<file path="src/rtl/i2cm_pkg.sv">
// ----------------------------------------------------------------------------
// i2cm_pkg
// shared types and constants for the i2c master register access block
// ----------------------------------------------------------------------------
package i2cm_pkg;

    localparam int BYTE_STORE_DEPTH = 32;
    localparam int ADDR_W  = $clog2(BYTE_STORE_DEPTH);
    localparam int DEPTH_W = $clog2(BYTE_STORE_DEPTH + 1);
    localparam int CNT_W   = (DEPTH_W > 7) ? DEPTH_W : 7;
    localparam logic [CNT_W-1:0] DEPTH_CNT = CNT_W'(BYTE_STORE_DEPTH);

    localparam logic [1:0] OP_HEADER = 2'd0;
    localparam logic [1:0] OP_PUSH   = 2'd1;
    localparam logic [1:0] OP_TICK   = 2'd2;

    localparam logic [1:0] STATUS_OK     = 2'd0;
    localparam logic [1:0] STATUS_NACK   = 2'd1;
    localparam logic [1:0] STATUS_REJECT = 2'd2;

    localparam logic [15:0] QPT_RESET = 16'd100;

    typedef enum logic [3:0] {
        PH_IDLE,
        PH_LOAD,
        PH_START,
        PH_TX_SET,
        PH_TX_HIGH,
        PH_TX_LOW,
        PH_ACK_HIGH,
        PH_ACK_SAMPLE,
        PH_RX_HIGH,
        PH_RX_LOW,
        PH_AO_DRIVE,
        PH_AO_HIGH,
        PH_AO_LOW,
        PH_STOP
    } phase_t;

    typedef struct packed {
        logic       scl_level;
        logic       sda_level;
        logic       sda_released;
        logic       read_valid;
        logic [7:0] read_data;
        logic       read_last;
        logic       done_res;
        logic [1:0] status;
    } res_t;

endpackage

</file>
<file path="src/rtl/i2cm_ram.sv">
// ----------------------------------------------------------------------------
// i2cm_ram
// generic single-port-write, single-port-read ram with registered read data
// ----------------------------------------------------------------------------
module i2cm_ram #(
    parameter int WIDTH = 8,
    parameter int DEPTH = 32
) (
    input  logic                     clk,
    input  logic                     we,
    input  logic [$clog2(DEPTH)-1:0] waddr,
    input  logic [WIDTH-1:0]         wdata,
    input  logic [$clog2(DEPTH)-1:0] raddr,
    output logic [WIDTH-1:0]         rdata
);

    logic [WIDTH-1:0] mem [DEPTH];

    always_ff @(posedge clk)
    begin
        if (we)
        begin
            mem[waddr] <= wdata;
        end
        rdata <= mem[raddr];
    end

endmodule

</file>
<file path="src/rtl/i2cm_engine.sv">
// ----------------------------------------------------------------------------
// i2cm_engine
// transaction sequencer: header and byte loading, prescaler and bus waveform
// ----------------------------------------------------------------------------
module i2cm_engine (
    input  logic            clk,
    input  logic            rst_n,
    input  logic            in_fire,
    input  logic [1:0]      opcode,
    input  logic [6:0]      device_address,
    input  logic            read_not_write,
    input  logic [5:0]      register_count,
    input  logic [5:0]      data_count,
    input  logic [7:0]      byte_value,
    input  logic            sda_in,
    input  logic [15:0]     qpt,
    output i2cm_pkg::res_t  res
);

    import i2cm_pkg::*;

    phase_t            phase_reg, phase_next;
    logic [15:0]       presc_reg, presc_next;
    logic [CNT_W-1:0]  idx_reg, idx_next;
    logic [3:0]        bit_reg, bit_next;
    logic [7:0]        shift_reg, shift_next;
    logic [6:0]        addr_reg, addr_next;
    logic              dir_reg, dir_next;
    logic [5:0]        rc_reg, rc_next;
    logic [5:0]        dc_reg, dc_next;
    logic              scl_reg, scl_next;
    logic              sda_reg, sda_next;
    logic              rel_reg, rel_next;
    logic              rdpart_reg, rdpart_next;

    logic              ram_we;
    logic [7:0]        ram_rdata;

    logic [CNT_W-1:0]  total;
    logic [CNT_W-1:0]  hdr_total;
    logic              hdr_bad;
    logic              rejected;
    logic [16:0]       presc_inc;
    logic [15:0]       q_eff;
    logic              running;
    logic              step;
    logic [CNT_W-1:0]  idx_inc;
    logic [3:0]        bit_inc;
    logic              last_byte;

    i2cm_ram #(
        .WIDTH (8),
        .DEPTH (BYTE_STORE_DEPTH)
    ) u_store (
        .clk   (clk),
        .we    (ram_we),
        .waddr (idx_reg[ADDR_W-1:0]),
        .wdata (byte_value),
        .raddr (idx_reg[ADDR_W-1:0]),
        .rdata (ram_rdata)
    );

    assign total = dir_reg ? CNT_W'(rc_reg) : CNT_W'(rc_reg) + CNT_W'(dc_reg);
    assign hdr_total = read_not_write ? CNT_W'(register_count)
                                      : CNT_W'(register_count) + CNT_W'(data_count);
    assign hdr_bad = read_not_write
                   ? ((CNT_W'(register_count) > DEPTH_CNT) || (data_count == 6'd0))
                   : (hdr_total > DEPTH_CNT);
    assign rejected  = (opcode == OP_HEADER) && ((phase_reg != PH_IDLE) || hdr_bad);
    assign presc_inc = {1'b0, presc_reg} + 17'd1;
    assign q_eff     = (qpt == 16'd0) ? 16'd1 : qpt;
    assign running   = (phase_reg != PH_IDLE) && (phase_reg != PH_LOAD);
    assign step      = (opcode == OP_TICK) && running && (presc_inc >= {1'b0, q_eff});
    assign idx_inc   = idx_reg + CNT_W'(1);
    assign bit_inc   = bit_reg + 4'd1;
    assign last_byte = idx_inc >= CNT_W'(dc_reg);

    // next state and datapath
    always_comb
    begin
        phase_next  = phase_reg;
        presc_next  = presc_reg;
        idx_next    = idx_reg;
        bit_next    = bit_reg;
        shift_next  = shift_reg;
        addr_next   = addr_reg;
        dir_next    = dir_reg;
        rc_next     = rc_reg;
        dc_next     = dc_reg;
        scl_next    = scl_reg;
        sda_next    = sda_reg;
        rel_next    = rel_reg;
        rdpart_next = rdpart_reg;
        ram_we      = 1'b0;

        unique case (opcode)
            OP_HEADER:
            begin
                if (!rejected)
                begin
                    addr_next = device_address;
                    dir_next  = read_not_write;
                    rc_next   = register_count;
                    dc_next   = data_count;
                    idx_next  = '0;
                    if (hdr_total == '0)
                    begin
                        phase_next  = PH_START;
                        bit_next    = 4'd0;
                        presc_next  = 16'd0;
                        rdpart_next = read_not_write && (register_count == 6'd0);
                    end
                    else
                    begin
                        phase_next = PH_LOAD;
                    end
                end
            end
            OP_PUSH:
            begin
                if (phase_reg == PH_LOAD)
                begin
                    ram_we   = in_fire;
                    idx_next = idx_inc;
                    if (idx_inc >= total)
                    begin
                        phase_next  = PH_START;
                        bit_next    = 4'd0;
                        idx_next    = '0;
                        presc_next  = 16'd0;
                        rdpart_next = dir_reg && (rc_reg == 6'd0);
                    end
                end
            end
            OP_TICK:
            begin
                if (running)
                begin
                    if (step)
                    begin
                        presc_next = 16'd0;
                    end
                    else
                    begin
                        presc_next = presc_inc[15:0];
                    end
                end
            end
            default:
            begin
            end
        endcase

        if (step)
        begin
            unique case (phase_reg)
                PH_START:
                begin
                    case (bit_reg)
                        4'd0:    sda_next = 1'b1;
                        4'd1:    scl_next = 1'b1;
                        4'd2:    sda_next = 1'b0;
                        default: scl_next = 1'b0;
                    endcase
                    bit_next = bit_inc;
                    if (bit_inc >= 4'd4)
                    begin
                        shift_next = {addr_reg, rdpart_reg};
                        bit_next   = 4'd0;
                        phase_next = PH_TX_SET;
                    end
                end
                PH_TX_SET:
                begin
                    sda_next   = shift_reg[7];
                    phase_next = PH_TX_HIGH;
                end
                PH_TX_HIGH:
                begin
                    scl_next   = 1'b1;
                    phase_next = PH_TX_LOW;
                end
                PH_TX_LOW:
                begin
                    scl_next   = 1'b0;
                    shift_next = {shift_reg[6:0], 1'b0};
                    bit_next   = bit_inc;
                    phase_next = (bit_inc >= 4'd8) ? PH_ACK_HIGH : PH_TX_SET;
                end
                PH_ACK_HIGH:
                begin
                    sda_next   = 1'b1;
                    rel_next   = 1'b1;
                    scl_next   = 1'b1;
                    phase_next = PH_ACK_SAMPLE;
                end
                PH_ACK_SAMPLE:
                begin
                    scl_next = 1'b0;
                    rel_next = 1'b0;
                    if (sda_in)
                    begin
                        phase_next = PH_IDLE;
                    end
                    else if (!dir_reg || !rdpart_reg)
                    begin
                        if (idx_reg < total)
                        begin
                            shift_next = ram_rdata;
                            idx_next   = idx_inc;
                            bit_next   = 4'd0;
                            phase_next = PH_TX_SET;
                        end
                        else if (!dir_reg)
                        begin
                            phase_next = PH_STOP;
                            bit_next   = 4'd0;
                        end
                        else
                        begin
                            rdpart_next = 1'b1;
                            phase_next  = PH_START;
                            bit_next    = 4'd0;
                        end
                    end
                    else
                    begin
                        idx_next   = '0;
                        bit_next   = 4'd0;
                        shift_next = 8'd0;
                        phase_next = PH_RX_HIGH;
                    end
                end
                PH_RX_HIGH:
                begin
                    sda_next   = 1'b1;
                    rel_next   = 1'b1;
                    scl_next   = 1'b1;
                    phase_next = PH_RX_LOW;
                end
                PH_RX_LOW:
                begin
                    shift_next = {shift_reg[6:0], sda_in};
                    scl_next   = 1'b0;
                    bit_next   = bit_inc;
                    phase_next = (bit_inc >= 4'd8) ? PH_AO_DRIVE : PH_RX_HIGH;
                end
                PH_AO_DRIVE:
                begin
                    rel_next   = 1'b0;
                    sda_next   = last_byte;
                    phase_next = PH_AO_HIGH;
                end
                PH_AO_HIGH:
                begin
                    scl_next   = 1'b1;
                    phase_next = PH_AO_LOW;
                end
                PH_AO_LOW:
                begin
                    scl_next   = 1'b0;
                    idx_next   = idx_inc;
                    bit_next   = 4'd0;
                    shift_next = 8'd0;
                    phase_next = last_byte ? PH_STOP : PH_RX_HIGH;
                end
                PH_STOP:
                begin
                    case (bit_reg)
                        4'd0:    sda_next = 1'b0;
                        4'd1:    scl_next = 1'b1;
                        4'd2:    sda_next = 1'b1;
                        default: phase_next = PH_IDLE;
                    endcase
                    bit_next = bit_inc;
                end
                default:
                begin
                end
            endcase
        end
    end

    // result item
    always_comb
    begin
        res              = '0;
        res.scl_level    = scl_next;
        res.sda_level    = sda_next;
        res.sda_released = rel_next;
        if (rejected)
        begin
            res.done_res = 1'b1;
            res.status   = STATUS_REJECT;
        end
        else if (step && (phase_reg == PH_ACK_SAMPLE) && sda_in)
        begin
            res.done_res = 1'b1;
            res.status   = STATUS_NACK;
        end
        else if (step && (phase_reg == PH_STOP) && (bit_reg >= 4'd3))
        begin
            res.done_res = 1'b1;
            res.status   = STATUS_OK;
        end
        else if (step && (phase_reg == PH_RX_LOW) && (bit_inc >= 4'd8))
        begin
            res.read_valid = 1'b1;
            res.read_data  = {shift_reg[6:0], sda_in};
            res.read_last  = last_byte;
        end
    end

    always_ff @(posedge clk or negedge rst_n)
    begin
        if (!rst_n)
        begin
            phase_reg  <= PH_IDLE;
            presc_reg  <= 16'd0;
            idx_reg    <= '0;
            bit_reg    <= 4'd0;
            shift_reg  <= 8'd0;
            addr_reg   <= 7'd0;
            dir_reg    <= 1'b0;
            rc_reg     <= 6'd0;
            dc_reg     <= 6'd0;
            scl_reg    <= 1'b1;
            sda_reg    <= 1'b1;
            rel_reg    <= 1'b0;
            rdpart_reg <= 1'b0;
        end
        else if (in_fire)
        begin
            phase_reg  <= phase_next;
            presc_reg  <= presc_next;
            idx_reg    <= idx_next;
            bit_reg    <= bit_next;
            shift_reg  <= shift_next;
            addr_reg   <= addr_next;
            dir_reg    <= dir_next;
            rc_reg     <= rc_next;
            dc_reg     <= dc_next;
            scl_reg    <= scl_next;
            sda_reg    <= sda_next;
            rel_reg    <= rel_next;
            rdpart_reg <= rdpart_next;
        end
    end

endmodule

</file>
<file path="src/rtl/i2cm_out_buf.sv">
// ----------------------------------------------------------------------------
// i2cm_out_buf
// output register with one skid entry so one more request is taken under stall
// ----------------------------------------------------------------------------
module i2cm_out_buf (
    input  logic            clk,
    input  logic            rst_n,
    input  logic            push,
    input  i2cm_pkg::res_t  push_data,
    output logic            push_ready,
    output logic            out_valid,
    input  logic            out_ready,
    output i2cm_pkg::res_t  out_data
);

    import i2cm_pkg::*;

    logic  out_valid_reg;
    logic  skid_valid_reg;
    res_t  out_reg;
    res_t  skid_reg;
    logic  pop;

    assign pop        = out_valid_reg && out_ready;
    assign push_ready = !skid_valid_reg;
    assign out_valid  = out_valid_reg;
    assign out_data   = out_reg;

    always_ff @(posedge clk or negedge rst_n)
    begin
        if (!rst_n)
        begin
            out_valid_reg  <= 1'b0;
            skid_valid_reg <= 1'b0;
        end
        else if (skid_valid_reg)
        begin
            if (pop)
            begin
                skid_valid_reg <= 1'b0;
            end
        end
        else if (push)
        begin
            if (out_valid_reg && !pop)
            begin
                skid_valid_reg <= 1'b1;
            end
            else
            begin
                out_valid_reg <= 1'b1;
            end
        end
        else if (pop)
        begin
            out_valid_reg <= 1'b0;
        end
    end

    always_ff @(posedge clk)
    begin
        if (skid_valid_reg)
        begin
            if (pop)
            begin
                out_reg <= skid_reg;
            end
        end
        else if (push)
        begin
            if (out_valid_reg && !pop)
            begin
                skid_reg <= push_data;
            end
            else
            begin
                out_reg <= push_data;
            end
        end
    end

endmodule

</file>
<file path="src/rtl/i2c_master_register_access_top.sv">
// ----------------------------------------------------------------------------
// i2c_master_register_access_top
// i2c master running register write and register read transactions
// ----------------------------------------------------------------------------
// One request is taken per clock cycle while the output buffer has room, and each
// request gives exactly one result; a request is fully handled in the cycle it is
// accepted and its result is registered in a two-entry output buffer, which lets
// one more request be taken while results stall.
// A header request loads address, direction and counts, push requests fill
// the byte store (one write port, one registered read port), and tick
// requests move the bus waveform one step every quarter_period_ticks ticks.
// The byte store needs no clearing after reset. cfg_ready is always high;
// write quarter_period_ticks only while no transaction is in flight.
module i2c_master_register_access_top (
    input  logic        clk,
    input  logic        rst_n,
    input  logic        cfg_valid,
    output logic        cfg_ready,
    input  logic [15:0] cfg_data,
    input  logic        in_valid,
    output logic        in_ready,
    input  logic [1:0]  opcode,
    input  logic [6:0]  device_address,
    input  logic        read_not_write,
    input  logic [5:0]  register_count,
    input  logic [5:0]  data_count,
    input  logic [7:0]  byte_value,
    input  logic        sda_in,
    output logic        out_valid,
    input  logic        out_ready,
    output logic        scl_level,
    output logic        sda_level,
    output logic        sda_released,
    output logic        read_valid,
    output logic [7:0]  read_data,
    output logic        read_last,
    output logic        done_res,
    output logic [1:0]  status
);

    import i2cm_pkg::*;

    logic [15:0] qpt_reg;
    logic        in_fire;
    res_t        res;
    res_t        out_data;

    assign cfg_ready = 1'b1;
    assign in_fire   = in_valid && in_ready;

    always_ff @(posedge clk or negedge rst_n)
    begin
        if (!rst_n)
        begin
            qpt_reg <= QPT_RESET;
        end
        else if (cfg_valid)
        begin
            qpt_reg <= cfg_data;
        end
    end

    i2cm_engine u_engine (
        .clk            (clk),
        .rst_n          (rst_n),
        .in_fire        (in_fire),
        .opcode         (opcode),
        .device_address (device_address),
        .read_not_write (read_not_write),
        .register_count (register_count),
        .data_count     (data_count),
        .byte_value     (byte_value),
        .sda_in         (sda_in),
        .qpt            (qpt_reg),
        .res            (res)
    );

    i2cm_out_buf u_out_buf (
        .clk        (clk),
        .rst_n      (rst_n),
        .push       (in_fire),
        .push_data  (res),
        .push_ready (in_ready),
        .out_valid  (out_valid),
        .out_ready  (out_ready),
        .out_data   (out_data)
    );

    assign scl_level    = out_data.scl_level;
    assign sda_level    = out_data.sda_level;
    assign sda_released = out_data.sda_released;
    assign read_valid   = out_data.read_valid;
    assign read_data    = out_data.read_data;
    assign read_last    = out_data.read_last;
    assign done_res     = out_data.done_res;
    assign status       = out_data.status;

endmodule

</file>
<file path="config.mk">
export PLATFORM = sky130hd
export DESIGN_NAME = i2c_master_register_access_top
export DESIGN_NICKNAME = d
export VERILOG_FILES = /design/src/rtl/i2cm_pkg.sv /design/src/rtl/i2cm_ram.sv /design/src/rtl/i2cm_engine.sv /design/src/rtl/i2cm_out_buf.sv /design/src/rtl/i2c_master_register_access_top.sv
export SDC_FILE = /design/constraint.sdc
export NUM_CORES = 1
export LEC_CHECK = 0
export BUFFER_PORTS_ARGS = -buffer_cell sky130_fd_sc_hd__buf_4
export CAP_MARGIN = 10
export CORE_ASPECT_RATIO = 0.9
export CORE_UTILIZATION = 62
export DETAILED_ROUTE_END_ITERATION = 16
export PLACE_DENSITY = 0.86
export RECOVER_POWER = 50
export SLEW_MARGIN = 20
export SYNTH_ARGS = -nofsm -noshare
export SYNTH_HDL_FRONTEND = slang
export SYNTH_HIERARCHICAL = 1
export SYNTH_SLANG_ARGS = --single-unit
</file>
<file path="constraint.sdc">
create_clock -name clk -period 5.6 [get_ports clk]
set_input_delay 0.84 -clock clk [delete_from_list [all_inputs] [get_ports clk]]
set_output_delay 0.84 -clock clk [all_outputs]
set_load 0.02 [all_outputs]
</file>
==> load_flow_metrics.sql, run 1 <==
INSERT INTO impl_metrics (metric_group, metric, value, unit) VALUES
('route', 'first_iter_violations', '1249', ''),
('route', 'drt_wl_total', '38800', 'um'),
('route', 'route.vias.total', '10800', ''),
('clock_tree', 'hold_buffers', '0', ''),
('placed_design', 'i_o_buffers', '69', ''),
('sta', 'rsz0062_at_grt', 'no', ''),
('layout', 'largest_register', 'u_engine/u_store/mem', ''),
('grt', 'grt_remaining_overflow', '0', ''),
('yosys', 'mappedNetlistNets', '1286', ''),
('grt', 'grt_util_all_layers', '0.271', ''),
('clock_tree', 'cts-root-to-sink-buffers', '3', ''),
('layout', 'drive_above_1_share', '0.209', ''),
('yosys', 'synth_top_flop_cell', 'sky130_fd_sc_hd__edfxtp_1', ''),
('route', 'detail_route.wl_per_cell', '23.8', 'um'),
('sta', 'timing.final.crit_period', '4540', 'ps'),
('layout', 'multi_input_area', '6340', 'um^2'),
('layout', 'nets', '1352', ''),
('floorplanning', 'core_region_area', '28000', 'um^2'),
('clock_tree', 'cts_tree', 'done', ''),
('route', 'detail-route-antenna-nets', '0', ''),
('floorplanning', 'starting_density', '0.632', ''),
('job', 'number_of_max_cap_violations', '3', ''),
('yosys', 'synthCells', '1182', ''),
('placed_design', 'dp_hpwl', '24500', 'um'),
('clock_tree', 'cts_max_level', '2', ''),
('critical_path', 'timing.critical_path.fanout_max', '22', ''),
('critical_path', 'ff2ff_path_depth', '7', ''),
('sta', 'hold_violations', '0', ''),
('critical_path', 'crit_path_cell_trace', 'inv_1 > and2_0 > clkbuf_1 > inv_1 > nor2_1 > or3b_2 > nor2_1', ''),
('clock_tree', 'numCtsBuffers', '38', ''),
('layout', 'most-common-layout-cells', 'sky130_fd_sc_hd__edfxtp_1, sky130_fd_sc_hd__nor2_1, sky130_fd_sc_hd__mux4_2, sky130_fd_sc_hd__dfrtp_1, sky130_fd_sc_hd__nand2_1', ''),
('layout', 'largest_reg_flops', '256', ''),
('grt', 'largest_net_degree_at_the_start_of_global_routing', '73', ''),
('power', 'worst_ir_drop_vdd', '349', 'uV'),
('floorplanning', 'die_wd', '180', 'um'),
('sta', 'setup_viol', '0', ''),
('yosys', 'synth_enable_flop_cells', '288', ''),
('sta', 'min_period_over_period', '0.811', ''),
('clock_tree', 'cts_resized', '0', ''),
('sta', 'slew_headroom', '-0.575', ''),
('sta', 'worst_pin_slew', '2360', 'ps'),
('critical_path', 'cp.required', '5760', 'ps'),
('clock_tree', 'clkSinkCount', '377', ''),
('sta', 'report.final.slew_viol_count', '44', ''),
('floorplanning', 'die_area', '29200', 'um^2'),
('critical_path', 'crit_path_end_kind', 'register', ''),
('hold_path', 'hp-start', 'u_engine/presc_reg[15]$_DFFE_PN0P_', ''),
('grt', 'grt_pass1_wl', '60400', 'um'),
('grt', 'antenna_found_initial', '2', ''),
('power', 'power.density', '436', 'nW/um^2'),
('floorplanning', 'ioPinCount', '71', ''),
('outcome', 'run_status', 'finished with violations', ''),
('hold_path', 'hold_path_depth', '2', ''),
('sta', 'achievable-frequency', '0.220', 'GHz'),
('floorplanning', 'standard_cell_rows', '58', ''),
('layout', 'flow.area_growth_from_synthesis', '10.0', '%'),
('critical_path', 'startpoint_type', 'register', ''),
('critical_path', 'rr_startpoint', 'u_out_buf/skid_valid_reg$_DFF_PN0_', ''),
('outcome', 'violations_in_the_final_reports', 'capacitance limit, slew limit', ''),
('grt', 'via_count_of_the_first_global_routing_pass', '10700', ''),
('clock_tree', 'clk_latency', '550', 'ps'),
('clock_tree', 'cts_post_setup_buffers_inserted', '0', ''),
('placed_design', 'place_area', '18400', 'um^2'),
('yosys', 'postSynthRegisterBits', '377', ''),
('layout', 'commonest_non_fill_non_tap_cell_in_the_layout', 'sky130_fd_sc_hd__edfxtp_1', ''),
('hold_path', 'hold_class', 'reg -> reg', ''),
('power', 'static-leakage-power', '0.00695', 'uW'),
('sta', 'finClkSkew', '19.1', 'ps'),
('yosys', 'synthesized_area', '17700', 'um^2'),
('clock_tree', 'clk_transition_reported_paths', '60', 'ps'),
('yosys', 'yosysWarningCount', '6', '');
==> worst max-delay path: cells and delay by family, from the launching register on <==
family | cells | cell delay, ps
simple gates | 4 | 2030
buf+inv | 3 | 1440
flops | 1 | 680
==> logic make-up after synthesis <==
logic type               count (synthesis)  share of synthesized area
flip-flops                             377                      0.612
AO/OA/AOI/OAI                          181                     0.0731
AND/OR/NAND/NOR                        290                     0.0847
other                                    1                   0.000212
adder cells (fa/ha/maj)                 52                     0.0376
multiplexers                           157                      0.152
buffers and inverters                   99                     0.0276
XOR/XNOR                                25                     0.0124
==> power breakdown <==
part	switching (uW)	internal, uW	leakage, uW
sequential	313	3250	0.00368
combinational	1300	1200	0.00270
clock	1050	1370	0.000562
total	2670	5820	0.00695
==> Yosys cell counts (8+ instances only) <==
master                     count  area [um^2]
sky130_fd_sc_hd__and3_1        8         50.1
sky130_fd_sc_hd__clkbuf_1     23         86.3
sky130_fd_sc_hd__a31oi_1       8         50.1
sky130_fd_sc_hd__nand2_1      57          214
sky130_fd_sc_hd__a21oi_1      41          205
sky130_fd_sc_hd__xor2_1       14          123
sky130_fd_sc_hd__a222oi_1      8         80.1
sky130_fd_sc_hd__mux2_2       55          619
sky130_fd_sc_hd__nand2b_1     18          113
sky130_fd_sc_hd__nor3_1       12         60.1
sky130_fd_sc_hd__edfxtp_1    288         8650
sky130_fd_sc_hd__buf_4        11         82.6
sky130_fd_sc_hd__nor2_1       94          353
sky130_fd_sc_hd__xnor2_1      11         96.3
sky130_fd_sc_hd__and2_1       12         75.1
sky130_fd_sc_hd__dfxtp_1       8          160
sky130_fd_sc_hd__mux4_2       80         1800
sky130_fd_sc_hd__nor2b_1      15         93.8
sky130_fd_sc_hd__a21o_1        9         67.6
sky130_fd_sc_hd__inv_1        45          169
sky130_fd_sc_hd__mux2i_1      11          110
sky130_fd_sc_hd__o21ai_0      37          185
sky130_fd_sc_hd__dfrtp_1      76         1900
sky130_fd_sc_hd__mux2_4       10          150
sky130_fd_sc_hd__ha_1         50          626
sky130_fd_sc_hd__nand3_1      27          135
==> stage by stage <==
| stage | hold WS, ps | setup WS (ps) | util | total power [uW] |
|---|---|---|---|---|
| final | 500 | 1060 | 0.695 | 8490 |
| after global routing | 519 | 832 | 0.695 | 8860 |
| after CTS | 305 | 1190 | 0.700 | 8570 |
| after detailed placement | 486 | 1190 | 0.658 | 6120 |
| after global placement | 466 | 1330 | 0.658 | 6040 |
| after floorplan | 450 | 1750 | - | 5450 |
==> final timing paths <==
| check | endpoint | slack (ps) |
|---|---|---|
| max in group asynchronous | u_engine/idx_reg[0]$_DFFE_PN0P_ | 2940 |
| min | u_engine/presc_reg[15]$_DFFE_PN0P_ | 500 |
| min reg2reg | u_engine/presc_reg[15]$_DFFE_PN0P_ | 500 |
| max reg2reg | u_engine/u_store/mem[0][7]$_DFFE_PP_ | 1060 |
| max | u_engine/u_store/mem[0][7]$_DFFE_PP_ | 1060 |
| min in group asynchronous | qpt_reg[11]$_DFFE_PN0P_ | 1010 |
==> metal layers <==
metal,global-route usage,vias up,share of wire
li1,-,4712,-
met1,0.375,5430,0.40
met2,0.442,552,0.49
met3,0.0444,95,0.078
met4,0.0995,2,0.031
met5,0,-,0.00046
==> area by class of cell <==
class,instances,share of cell area
flip-flops and latches,377,0.557
multi-input cells,706,0.326
clock buffers,51,0.0518
repair buffers,79,0.0250
well taps,360,0.0231
inverters,46,0.00886
clock inverters,14,0.00861
(Power assumes the default switching activity.)
==> run 2, diff against run 1 <==
--- a/config.mk
+++ b/config.mk
@@ -5,12 +5,13 @@
 export SDC_FILE = /design/constraint.sdc
 export NUM_CORES = 1
 export LEC_CHECK = 0
+export ABC_AREA = 1
 export BUFFER_PORTS_ARGS = -buffer_cell sky130_fd_sc_hd__buf_4
 export CAP_MARGIN = 10
 export CORE_ASPECT_RATIO = 0.9
-export CORE_UTILIZATION = 62
+export CORE_UTILIZATION = 56
 export DETAILED_ROUTE_END_ITERATION = 16
-export PLACE_DENSITY = 0.86
+export PLACE_DENSITY = 0.82
 export RECOVER_POWER = 50
 export SLEW_MARGIN = 20
 export SYNTH_ARGS = -nofsm -noshare
==> constraint.sdc (replaced) <==
create_clock -name clk -period 4.1 [get_ports clk]
set_input_delay 0.615 -clock clk [delete_from_list [all_inputs] [get_ports clk]]
set_output_delay 0.615 -clock clk [all_outputs]
set_load 0.02 [all_outputs]
==> load_flow_metrics.sql, run 2 <==
INSERT INTO impl_metrics (metric_group, metric, value, unit) VALUES
('outcome', 'run_status', 'finished with violations', ''),
('outcome', 'violations_in_the_final_reports', 'capacitance limit, slew limit', ''),
('route', 'detailedRoute.firstPassIterationCount', '6', ''),
('layout', 'largest_register', 'u_engine/u_store/mem', ''),
('sta', 'worst_pin_slew', '2150', 'ps'),
('sta', 'slew_headroom', '-0.433', ''),
('yosys', 'yosysWarningCount', '6', ''),
('yosys', 'synth_top_flop_cell', 'sky130_fd_sc_hd__edfxtp_1', ''),
('layout', 'drive_above_1_share', '0.102', ''),
('clock_tree', 'cts_max_level', '2', ''),
('yosys', 'synth.yosys.seq_area_share', '0.577', ''),
('sta', 'report.final.slew_viol_count', '181', ''),
('grt', 'antenna_found_initial', '0', ''),
('critical_path', 'startpoint_type', 'register', ''),
('clock_tree', 'clk_latency', '540', 'ps'),
('floorplanning', 'starting_density', '0.570', ''),
('route', 'drt_wl_total', '44400', 'um'),
('route', 'post-route-drc-count', '0', ''),
('critical_path', 'timing.critical_path.fanout_max', '15', ''),
('floorplanning', 'standard_cell_rows', '63', ''),
('critical_path', 'crit_arrival', '4090', 'ps'),
('clock_tree', 'cts_tree', 'done', ''),
('yosys', 'synth_enable_flop_cells', '288', ''),
('floorplanning', 'ioPinCount', '71', ''),
('grt', 'largest_net_degree_at_the_start_of_global_routing', '87', ''),
('critical_path', 'timing_worst_setup_path_type', 'reg -> reg', ''),
('floorplanning', 'die_wd', '195', 'um'),
('sta', 'timing.final.crit_period', '3800', 'ps'),
('clock_tree', 'cts-root-to-sink-buffers', '3', ''),
('layout', 'commonest_non_fill_non_tap_cell_in_the_layout', 'sky130_fd_sc_hd__nand2_1', ''),
('power', 'power.density', '629', 'nW/um^2'),
('critical_path', 'r2r_slack', '300', 'ps'),
('critical_path', 'cp.required', '4390', 'ps'),
('yosys', 'synth.largest_area_cell', 'sky130_fd_sc_hd__edfxtp_1', ''),
('yosys', 'postSynthRegisterBits', '377', ''),
('critical_path', 'crit_path_cell_trace', 'ha_1 > nand3_2 > nor3_2 > inv_1 > nor2_1 > inv_1 > nor2_1 > xor2_1 > ha_1 > nand2_1 > nor2_1 > a211oi_1 > nor2_1 > nor2_1 > nand4_1 > nand2_4 > inv_8 > o311ai_0 > nand3b_1 > nand2_1 > nand2_1', ''),
('critical_path', 'crit_slowest_cell', 'sky130_fd_sc_hd__dfrtp_1', ''),
('route', 'detail_route.wl_per_cell', '17.6', 'um'),
('yosys', 'synthesized_area', '18800', 'um^2'),
('job', 'number_of_max_cap_violations', '5', ''),
('yosys', 'mappedNetlistNets', '2102', ''),
('critical_path', 'crit_path_end_kind', 'register', ''),
('clock_tree', 'clk_transition_reported_paths', '60', 'ps'),
('layout', 'fin_util', '0.629', ''),
('clock_tree', 'numCtsBuffers', '38', ''),
('placed_design', 'i_o_buffers', '69', ''),
('power', 'static-leakage-power', '0.00891', 'uW'),
('grt', 'via_count_of_the_first_global_routing_pass', '13800', ''),
('yosys', 'synth.top_cells.by_count', 'sky130_fd_sc_hd__nand2_1, sky130_fd_sc_hd__nand3_1, sky130_fd_sc_hd__edfxtp_1', ''),
('grt', 'grt_remaining_overflow', '0', ''),
('route', 'first_iter_violations', '1589', ''),
('layout', 'largest_reg_flops', '256', ''),
('sta', 'finClkSkew', '20.6', 'ps'),
('yosys', 'synth-async-reset-ratio', '0.215', ''),
('sta', 'hold_violations', '0', ''),
('grt', 'grt_pass1_wl', '70400', 'um'),
('layout', 'flow.area_growth_from_synthesis', '10.2', '%'),
('sta', 'worst_hold_slack', '270', 'ps'),
('floorplanning', 'core_region_area', '32900', 'um^2'),
('critical_path', 'cpMostUsedCell', 'sky130_fd_sc_hd__nor2_1', ''),
('clock_tree', 'hold_buffers', '0', ''),
('sta', 'min_period_over_period', '0.927', ''),
('yosys', 'synthDistinctLibCells', '60', ''),
('route', 'vias_per_cell', '5.73', ''),
('critical_path', 'worst_path_largest_cell_delay', '390', 'ps'),
('floorplanning', 'die_area', '34300', 'um^2'),
('placed_design', 'dp_hpwl', '28400', 'um'),
('clock_tree', 'cts_root_buf', 'sky130_fd_sc_hd__clkbuf_16', ''),
('yosys', 'netlist_top_cells_area', 'sky130_fd_sc_hd__edfxtp_1, sky130_fd_sc_hd__nand2_1, sky130_fd_sc_hd__dfrtp_1, sky130_fd_sc_hd__nand3_1, sky130_fd_sc_hd__ha_1', ''),
('route', 'detail-route-antenna-nets', '0', ''),
('layout', 'nets', '2176', ''),
('clock_tree', 'clkSinkCount', '377', ''),
('route', 'route.vias.total', '14500', ''),
('yosys', 'synth_top_area_share', '0.460', ''),
('yosys', 'synthCells', '1998', ''),
('yosys', 'mean_instance_size_in_the_synthesized_netlist', '9.40', 'um^2'),
('layout', 'most-common-layout-cells', 'sky130_fd_sc_hd__nand2_1, sky130_fd_sc_hd__nand3_1, sky130_fd_sc_hd__edfxtp_1, sky130_fd_sc_hd__inv_1, sky130_fd_sc_hd__nor2_1', ''),
('layout', 'number_of_antenna_repair_diodes', '0', ''),
('floorplanning', 'die_height', '176', 'um'),
('hold_path', 'hold_class', 'in -> reg', ''),
('placed_design', 'routabilityCongestion', '0.916', ''),
('sta', 'setup_viol', '0', ''),
('power', 'worst_ir_drop_vdd', '391', 'uV'),
('grt', 'grt_util_all_layers', '0.260', ''),
('yosys', 'most_frequent_cell_after_synthesis', 'sky130_fd_sc_hd__nand2_1', ''),
('sta', 'achievable-frequency', '0.263', 'GHz');
## run 2: critical path, delay by kind of cell, from the launching register on
family | cells | cell delay, ps
adder cells (fa/ha/maj) | 2 | 560
flip-flops | 1 | 390
AO/OA/AOI/OAI | 2 | 290
buffers and inverters | 3 | 270
AND/OR/NAND/NOR | 13 | 1780
XOR/XNOR | 1 | 250
## run 2: final timing paths
| path | cells past startpoint | end | from |
|---|---|---|---|
| worst max-delay path | 21 | u_out_buf/out_data[2]$_DFFE_PP_ | u_engine/presc_reg[0]$_DFFE_PN0P_ |
| worst min-delay path | 3 | qpt_reg[0]$_DFFE_PN0P_ | cfg_data[0] |
| worst max register to register | 21 | u_out_buf/out_data[2]$_DFFE_PP_ | u_engine/presc_reg[0]$_DFFE_PN0P_ |
| worst min register to register | 2 | qpt_reg[5]$_DFFE_PN1P_ | qpt_reg[5]$_DFFE_PN1P_ |
| max in group asynchronous | 1 | u_engine/idx_reg[0]$_DFFE_PN0P_ | rst_n |
| min in group asynchronous | 1 | u_out_buf/skid_valid_reg$_DFF_PN0_ | rst_n |
## run 2: cells by family (layout without fill, tap and decap cells)
family | Yosys count | after routing | synth area share
flip-flops | 377 | 377 | 0.577
AND/OR/NAND/NOR | 1148 | 1148 | 0.262
adder cells (fa/ha/maj) | 52 | 52 | 0.0354
buffers and inverters | 255 | 358 | 0.0687
other | 1 | 1 | 0.000200
AO/OA/AOI/OAI | 136 | 136 | 0.0410
XOR/XNOR | 20 | 20 | 0.0101
multiplexers | 9 | 9 | 0.00539
## run 2: area by class of cell
type | instances | area (um^2)
Fill cell | 2539 | 12200
Sequential cell | 377 | 10800
Multi-Input combinational cell | 1366 | 6670
Clock buffer | 46 | 1000
Timing Repair Buffer | 117 | 783
Inverter | 172 | 662
Tap cell | 422 | 528
Clock inverter | 23 | 224
## run 2: layer usage
metal,share of wire,GRT usage,wire length (um),vias to the layer above
met1,0.43,0.372,19000,6791
met2,0.46,0.409,20400,751
met4,0.024,0.0817,1050,0
met5,0,0,0,-
met3,0.090,0.0392,4010,82
li1,-,-,-,6834
## run 2: repair_timing
| action | 4_1_cts | 5_1_grt |
|---|---|---|
| buffers inserted | 0 | 1 |
| endpoints found under the hold margin | 0 | 0 |
| endpoints found under the setup margin | 0 | 43 |
| gates resized for setup | 0 | 8 |
## run 2: metrics by stage
step | TNS, ps | cells | cell area, um^2 | setup WS, ps | total power, uW
after CTS | 0 | 2522 | 20800 | 119 | 13000
after global routing | -16.6 | 2523 | 20700 | -8.61 | 13800
after detailed placement | 0 | 2453 | 19600 | 200 | 9570
after floorplan | 0 | 1998 | 18800 | 723 | 8480
final | 0 | 2523 | 20700 | 299 | 13000
after global placement | 0 | 2453 | 19600 | 319 | 9430
## run 2: power breakdown
part	switching (uW)	leakage (uW)	internal, uW
clock network	1480	0.000597	1960
logic	3340	0.00465	1430
registers	334	0.00366	4490
==> run 3, diff against run 2 <==
--- a/config.mk
+++ b/config.mk
@@ -11,7 +11,7 @@
 export CORE_ASPECT_RATIO = 0.9
 export CORE_UTILIZATION = 56
 export DETAILED_ROUTE_END_ITERATION = 16
-export PLACE_DENSITY = 0.82
+export PLACE_DENSITY = 0.76
 export RECOVER_POWER = 50
 export SLEW_MARGIN = 20
 export SYNTH_ARGS = -nofsm -noshare
==> load_flow_metrics.sql, run 3 (synthesis gave the netlist of run 2 again) <==
INSERT INTO impl_metrics (metric_group, metric, value, unit) VALUES
('sta', 'min_period_over_period', '0.919', ''),
('hold_path', 'hold_path_depth', '3', ''),
('critical_path', 'cp.required', '4510', 'ps'),
('floorplanning', 'die_wd', '195', 'um'),
('clock_tree', 'cts_root_buf', 'sky130_fd_sc_hd__clkbuf_16', ''),
('clock_tree', 'clk_transition_reported_paths', '60', 'ps'),
('route', 'post-route-drc-count', '0', ''),
('grt', 'grt_remaining_overflow', '0', ''),
('hold_path', 'hold_class', 'in -> reg', ''),
('clock_tree', 'cts_tree', 'done', ''),
('route', 'detail-route-antenna-nets', '0', ''),
('layout', 'most-common-layout-cells', 'sky130_fd_sc_hd__nand2_1, sky130_fd_sc_hd__nand3_1, sky130_fd_sc_hd__edfxtp_1, sky130_fd_sc_hd__inv_1, sky130_fd_sc_hd__nor2_1', ''),
('placed_design', 'routabilityCongestion', '0.912', ''),
('floorplanning', 'starting_density', '0.570', ''),
('route', 'detailedRoute.firstPassIterationCount', '6', ''),
('layout', 'fillers', '2636', ''),
('grt', 'grt_pass1_wl', '71200', 'um'),
('layout', 'commonest_non_fill_non_tap_cell_in_the_layout', 'sky130_fd_sc_hd__nand2_1', ''),
('hold_path', 'hp-start', 'cfg_data[8]', ''),
('sta', 'totalNegativeSetupSlack', '0', 'ps'),
('critical_path', 'worst_path_largest_cell_delay', '400', 'ps'),
('sta', 'hold_violations', '0', ''),
('sta', 'timing.final.crit_period', '3770', 'ps'),
('grt', 'antenna_found_initial', '0', ''),
('power', 'static-leakage-power', '0.00898', 'uW'),
('floorplanning', 'standard_cell_rows', '63', ''),
('critical_path', 'crit_arrival', '4170', 'ps'),
('hold_path', 'worst_hold_path.endpoint', 'qpt_reg[8]$_DFFE_PN0P_', ''),
('critical_path', 'crit_slowest_cell', 'sky130_fd_sc_hd__dfrtp_1', ''),
('critical_path', 'timing_worst_setup_path_type', 'reg -> reg', ''),
('route', 'first_iter_violations', '1506', ''),
('sta', 'report.final.slew_viol_count', '284', ''),
('grt', 'largest_net_degree_at_the_start_of_global_routing', '129', ''),
('clock_tree', 'numCtsBuffers', '39', ''),
('floorplanning', 'die_area', '34300', 'um^2'),
('outcome', 'violations_in_the_final_reports', 'capacitance limit, slew limit', ''),
('sta', 'finalWorstSetupSlack', '334', 'ps'),
('outcome', 'run_status', 'finished with violations', ''),
('placed_design', 'dp_hpwl', '28500', 'um'),
('critical_path', 'r2r_slack', '330', 'ps'),
('clock_tree', 'cts-root-to-sink-buffers', '3', ''),
('layout', 'fin_util', '0.632', ''),
('sta', 'achievable-frequency', '0.266', 'GHz'),
('route', 'detail_route.wl_per_cell', '17.6', 'um'),
('job', 'number_of_max_cap_violations', '8', ''),
('critical_path', 'timing.critical_path.fanout_max', '16', ''),
('power', 'worst_ir_drop_vdd', '516', 'uV'),
('clock_tree', 'cts_max_level', '2', ''),
('critical_path', 'crit_path_cell_trace', 'inv_2 > nor3_4 > nand4_2 > or2_1 > or2_4 > nor2_2 > nand2_2 > nor2_1 > xor2_1 > inv_1 > ha_1 > nand2_1 > nand3b_1 > nor2_1 > o21ai_0 > nand4_1 > nand2_4 > buf_4 > nand2_1 > clkinvlp_4 > buf_12 > nand3_1 > o21ai_2', ''),
('critical_path', 'crit_path_end_kind', 'register', ''),
('sta', 'setup_viol', '0', ''),
('floorplanning', 'ioPinCount', '71', ''),
('critical_path', 'rr_startpoint', 'u_engine/presc_reg[2]$_DFFE_PN0P_', ''),
('sta', 'finClkSkew', '19.9', 'ps'),
('sta', 'worst_pin_slew', '2890', 'ps'),
('clock_tree', 'clk_latency', '540', 'ps'),
('power', 'power.density', '633', 'nW/um^2'),
('layout', 'nets', '2185', ''),
('layout', 'flow.area_growth_from_synthesis', '10.9', '%'),
('layout', 'drive_above_1_share', '0.105', ''),
('route', 'route.vias.total', '14300', ''),
('route', 'drt_wl_total', '44600', 'um'),
('layout', 'largest_reg_flops', '256', ''),
('placed_design', 'i_o_buffers', '69', ''),
('floorplanning', 'die_height', '176', 'um'),
('grt', 'grt_util_all_layers', '0.262', ''),
('critical_path', 'ff2ff_path_depth', '23', ''),
('layout', 'number_of_antenna_repair_diodes', '0', ''),
('floorplanning', 'core_region_area', '32900', 'um^2'),
('layout', 'stdcell_area', '20800', 'um^2'),
('route', 'vias_per_cell', '5.65', ''),
('clock_tree', 'hold_buffers', '0', ''),
('placed_design', 'place_area', '19600', 'um^2'),
('critical_path', 'startpoint_type', 'register', ''),
('clock_tree', 'clkSinkCount', '377', ''),
('placed_design', 'place_worst_setup_slack', '236', 'ps'),
('critical_path', 'worst_r2r_end', 'u_engine/presc_reg[15]$_DFFE_PN0P_', ''),
('layout', 'largest_register', 'u_engine/u_store/mem', ''),
('sta', 'slew_headroom', '-0.927', ''),
('grt', 'via_count_of_the_first_global_routing_pass', '13600', '');
## run 3: changes by cell type in the layout (fill, tap and decap cells not counted), sizes merged
cell and change:
clkinvlp -2, clkbuf +4, buf +8, inv +3, bufinv +1, clkinv -3
## run 3: what timing repair did
item	4_1_cts	5_1_grt
setup buffers	0	2
resized for setup	0	7
setup endpoints to repair	0	52
## run 3: worst max path at each step
stage                                      start                                  to  slack (ps)  cells after the start
2_1_floorplan  u_engine/presc_reg[2]$_DFFE_PN0P_    u_out_buf/out_data[10]$_DFFE_PP_         720                     22
3_3_place_gp   u_engine/presc_reg[2]$_DFFE_PN0P_     u_out_buf/out_data[7]$_DFFE_PP_         390                     21
3_5_place_dp   u_engine/presc_reg[2]$_DFFE_PN0P_     u_out_buf/out_data[9]$_DFFE_PP_         240                     21
4_1_cts        u_engine/presc_reg[2]$_DFFE_PN0P_     u_out_buf/out_data[9]$_DFFE_PP_         210                     22
5_1_grt        u_engine/presc_reg[2]$_DFFE_PN0P_   u_engine/presc_reg[0]$_DFFE_PN0P_          -8                     23
6_report       u_engine/presc_reg[2]$_DFFE_PN0P_  u_engine/presc_reg[15]$_DFFE_PN0P_         330                     23
## run 3: power by group
part	internal [uW]	total, uW	switching (uW)
Combinational	1450	4790	3350
Clock	2070	3580	1500
Sequential	4490	4820	336
## run 3: cell type report
cell class,count,area (um^2),area share
clock buffer,50,1040,0.0498
sequential,377,10800,0.521
multi-input combinational,1366,6670,0.320
tap,422,528,0.0253
timing repair buffer,125,852,0.0409
clock inverter,22,245,0.0118
inverter,172,654,0.0314
## run 3: through the flow
stage | cells | hold slack (ps) | power [uW]
floorplan | 1998 | 319 | 8480
global placement | 2460 | 453 | 9510
detailed placement | 2460 | 460 | 9640
CTS | 2532 | 145 | 13200
global route | 2534 | 271 | 14000
finish | 2534 | 284 | 13200
## run 3: layer usage
| metal | share of wire | GRT usage | up-vias | wire [um] |
|---|---|---|---|---|
| li1 | - | - | 6857 | - |
| met3 | 0.072 | 0.0355 | 74 | 3190 |
| met2 | 0.47 | 0.417 | 565 | 21000 |
| met4 | 0.022 | 0.0823 | 0 | 981 |
| met1 | 0.43 | 0.376 | 6825 | 19400 |
| met5 | 0 | 0 | - | 0 |
## run 3: worst max-delay path, delay by kind of cell (launching register included)
kind,cells,cell delay [ps]
flops,1,400
compound gates,2,160
buf+inv,5,580
xor+xnor,1,150
simple gates,14,2010
fa+ha+maj,1,300
